### src/hdl/rollw_pkg.sv
// Shared constants and types for the rolling Adler-32 window block.
package rollw_pkg;

    localparam logic [16:0] ADLER_MOD   = 17'd65521;
    localparam int          WLEN_W      = 11;
    localparam logic [10:0] WLEN_RESET  = 11'd700;

    // Word index of the window length register (paddr[2])
    localparam logic        REG_WINDOW_LEN = 1'b0;

    typedef struct packed {
        logic [15:0] high;
        logic [15:0] low;
    } t_sums;

endpackage

### src/hdl/rollw_update.sv
// Modular Adler-32 sum update: plain step while filling, rolling step when full.
module rollw_update
    import rollw_pkg::*;
(
    input  logic        i_roll,
    input  logic [7:0]  i_byte_in,
    input  logic [7:0]  i_byte_out,
    input  logic [16:0] i_n_mod,
    input  t_sums       i_sums,
    output t_sums       o_sums
);

    logic [24:0] prod;
    logic [16:0] wred;
    logic [15:0] weight;
    logic [16:0] a_add;
    logic [15:0] a_fill;
    logic [16:0] a_sub;
    logic [15:0] a_roll;
    logic [15:0] a_new;
    logic [16:0] b_sum;
    logic [15:0] b_red;
    logic [17:0] v;
    logic [15:0] b_new;

    always_comb begin
        // n*out mod M, using 2^16 = 15 (mod M)
        prod   = {8'd0, i_n_mod} * {17'd0, i_byte_out};
        wred   = {8'd0, prod[24:16]} * 17'd15 + {1'b0, prod[15:0]};
        weight = (wred >= ADLER_MOD) ? 16'(wred - ADLER_MOD) : wred[15:0];

        a_add  = {1'b0, i_sums.low} + {9'd0, i_byte_in};
        a_fill = (a_add >= ADLER_MOD) ? 16'(a_add - ADLER_MOD) : a_add[15:0];

        // (a + in) + M - out lies in [M-255, 2M-1]
        a_sub  = {1'b0, a_fill} + ADLER_MOD - {9'd0, i_byte_out};
        a_roll = (a_sub >= ADLER_MOD) ? 16'(a_sub - ADLER_MOD) : a_sub[15:0];

        a_new = i_roll ? a_roll : a_fill;

        b_sum = {1'b0, i_sums.high} + {1'b0, a_new};
        b_red = (b_sum >= ADLER_MOD) ? 16'(b_sum - ADLER_MOD) : b_sum[15:0];

        // b - weight - 1 lies in [-M, M-2]
        v = {2'b00, b_red} - {2'b00, weight} - 18'd1;
        if (v[17]) begin
            v = v + {1'b0, ADLER_MOD};
        end

        b_new = i_roll ? v[15:0] : b_red;

        o_sums.low  = a_new;
        o_sums.high = b_new;
    end

endmodule

### config.mk
export PLATFORM = sky130hd
export DESIGN_NAME = rollw_update
export DESIGN_NICKNAME = d
export VERILOG_FILES = /design/src/hdl/rollw_pkg.sv /design/src/hdl/rollw_update.sv
export SDC_FILE = /design/constraint.sdc
export NUM_CORES = 1
export LEC_CHECK = 0
export BUFFER_PORTS_ARGS = -buffer_cell sky130_fd_sc_hd__buf_4
export CORE_MARGIN = 2
export CORE_UTILIZATION = 61
export DETAILED_ROUTE_END_ITERATION = 16
export PLACE_DENSITY_LB_ADDON = 0.2
export SLEW_MARGIN = 20
export SYNTH_ARGS = -nofsm -noshare
export SYNTH_HDL_FRONTEND = slang
export SYNTH_SLANG_ARGS = --single-unit
### constraint.sdc
create_clock -name vclk -period 16.78
set_input_delay 0.839 -clock vclk [all_inputs]
set_output_delay 0.839 -clock vclk [all_outputs]
set_load 0.01 [all_outputs]
# Yosys cells after proc, flatten, opt, wreduce, memory -nomap -nowiden
# Index checks and enable logic that the tools add are counted.
[word_totals] output_inout_bits=32 inputBits=66 ff_bits=0 wordCells=25
[op_classes] n_lt_le_gt_ge=4 add_sub_neg=12 mul=2 muxes=7
[op_table] op="$mux W16" n=7
[op_table] op="$ge A17 B16 Y1 const B" n=4
[op_table] op="$sub A16 B16 Y16 const B" n=4
[op_table] op="$mul A17 B8 Y25" n=1
[op_table] op="$sub A17 B2 Y18 const B" n=1
[op_table] op="$add A13 B16 Y17" n=1
[op_table] op="$add A16 B16 Y17" n=1
[op_table] op="$add A16 B16 Y17 const B" n=1
[op_table] op="$add A16 B8 Y17" n=1
[op_table] op="$sub A16 B16 Y17" n=1
[op_table] op="$sub A17 B8 Y17" n=1
[op_table] op="$add A16 B16 Y16 const B" n=1
[op_table] op="$mul A9 B4 Y13 const B" n=1

# Depth between registers and ports, before layout
[depth] word_depth=16 ltp_mapped=56 mapped_depth_nobuf=53

# Worst setup path after synthesis
# No wires, ideal clock.
[synth_path] path_kind="input-to-output" start="input i_byte_out[7]" end="output o_sums[29] in the netlist's numbering" stages=48 n_path_buf=4 setup_slack_ps=2674 t_required_ps=15941 arrival_time_ps=13267 cell_sequence="clkbuf_1 clkbuf_1 nand2_1 fa_1 fa_1 inv_1 fa_1 fa_1 ha_1 a21oi_1 o21ai_0 a41oi_1 a21oi_1 a21o_1 a21o_1 a311o_1 a21o_1 a21oi_1 [... 12 more ...] o2bb2ai_2 buf_2 xnor2_1 ha_1 fa_1 nor2b_1 o2111ai_1 a21bo_2 a211oi_1 a211oi_1 a2111oi_1 nand4b_1 o22ai_1 buf_2 and3_1 nand3_1 xnor2_1 mux2_2"
[synth_lines] item="start, declared" line="rollw_update.sv:7" rtl="input logic [7:0] i_byte_out,"
[synth_lines] item="end, declared" line="rollw_update.sv:10" rtl="output t_sums o_sums"

==> metrics.txt <==
antenna-violating nets left 0; sequential area share after synthesis 0; first-pass GRT wire length 42300 um; DP Wirelength 21700 um; First-pass DRT Iterations 5; pre-CTS setup slack 0.912 ns; diode count 0; Max Slew Vio Count 0; Port Buffers slightly below 100; crit path launch type input pin; minimum clock period after layout ~16 ns; WL final 24800 um; Avg WL per Cell between 10 and 15 um; Setup TNS 0 ns; Max-Cap Viols 0; number of global-route vias before repair 9222; worst setup margin 1.11 ns; achievable frequency 0.0638 GHz; Die Y about 140 um; syn_nets 1715; Post-Syn Area approximately 11000 um2; largest cells by area after synthesis fa_1, ha_1, inv_1; slowest CP cell a2111oi_1; via count 9714; grt total ovfl 0; Core Footprint 17400 um2; 1st-iter DRT viols between 500 and 600; Setup CP Type input pin to primary output; actual slew at the worst max-slew pin 0.807 ns; num rows 48; initial antenna violation count 0; io pins 98; Placed Area approximately 12000 um2; Layout area overhead 8.13%; final period utilization 0.934; Slew headroom 0.458; critical path endpoint o_sums[27]; yosys warns 0; initial core utilization 0.626; drt drc 0; layout cells sized above 1 0.103; GRT Total Usage 0.268; Required @ worst endpoint 15.94 ns; Critical Path Max Stage Delay a little over 0.6 ns; highest-count cells in the layout ignoring fill and taps inv_1, nand2_1, ha_1, fa_1, buf_4; Placer Congestion 0.891; largest area contributor in the netlist fa_1; Crit Path Max Fanout 18; most used cell, CP fa_1; count of cell types in the netlist 102; largest net degree at the start of global routing 41; FFs & Latches 0; Vias/cell 5.76; multi-input logic area 10100 um2; fin area ~12000 um2; clkbuf count 0; CP Data Arrival Time roughly 15 ns; crit path launch i_byte_out[4]; Post-Syn Area per Cell 7.78 um2; die area around 19000 um2; Register Area 0 um2; unrepaired setup endpoints after global routing false; # nets final around 1800; min-delay worst type input pin to primary output; die width roughly 140 um; gate count after technology mapping roughly 1400; Fin. Hold Viols 0; critical path endpoint category primary output; fill count 1510; status finished, final reports clean; top cell type's share of synthesized area 0.219; Final setup violation count 0; leading cell type in the layout, fill and taps excluded inv_1
[synth_stat cells, drive strengths merged, types with 23 or more instances]
| cell | number |
|---|---|
| ha | 134 |
| nor2 | 65 |
| nor2b | 25 |
| a21o | 27 |
| nor3 | 39 |
| clkbuf | 23 |
| nand2 | 161 |
| xor2 | 62 |
| nand3 | 33 |
| fa | 119 |
| and3 | 23 |
| and2 | 76 |
| inv | 179 |
| o21ai | 47 |
| xnor2 | 75 |
| a21oi | 60 |
[logic make-up (layout without fill, tap and decap cells)]
logic type / Yosys count / in the layout / share of synthesized area
adders and majority gates: 253 / 253 / 0.374
and+or+nand+nor: 508 / 508 / 0.245
AOI/OAI and AO/OA: 259 / 259 / 0.168
xor gates and xnor gates: 137 / 137 / 0.111
muxes: 27 / 27 / 0.0265
buffers and inverters: 212 / 277 / 0.0755
[critical path: cells and delay by family]
family,cells,cell delay (ns)
xor gates and xnor gates,4,0.84
AOI/OAI and AO/OA,21,6.00
and+or+nand+nor,5,1.31
adders and majority gates,11,4.80
buffers and inverters,7,0.74
muxes,1,0.28
[how the worst min path moves through the flow]
stage                from    endpoint  slack [ns]  depth (start not counted)
2_1_floorplan      i_roll  o_sums[23]        1.92                          2
3_3_place_gp   i_sums[15]  o_sums[15]        2.25                          5
3_5_place_dp   i_sums[15]  o_sums[15]        2.25                          5
4_1_cts        i_sums[15]  o_sums[15]        2.25                          5
5_1_grt            i_roll  o_sums[17]        2.32                          4
6_report       i_sums[15]  o_sums[15]        2.25                          5
[metal layers]
layer | wire length [um] | vias to the layer above | GRT usage
met5 | 0 | - | 0
met3 | 1120 | 20 | 0.0107
met2 | 11700 | 210 | 0.463
li1 | - | 4898 | -
met4 | 359 | 0 | 0.0367
met1 | 11600 | 4586 | 0.383
[layout make-up]
type	count	area share
multi-input cells	1184	0.856
repair buffers	98	0.0626
inverters	179	0.0572
well taps	225	0.0240
[metrics by stage]
stage | hold slack, ns | utilization | instances
finish | 2.25 | 0.677 | 1686
global route | 2.32 | 0.677 | 1686
CTS | 2.25 | 0.676 | 1686
detailed placement | 2.25 | 0.676 | 1686
global placement | 2.25 | 0.676 | 1686
floorplan | 1.92 | - | 1396
[what timing repair did]
| item | 4_1_cts | 5_1_grt |
|---|---|---|
| hold buffers | 0 | 0 |
| endpoints found under the setup margin | 0 | 10 |
| resized for setup | 0 | 2 |
| setup buffers | 0 | 0 |
Power is left out: the tool's default activity adds up to more than one toggle a clock period on the data nets, which glitch-free logic cannot reach.
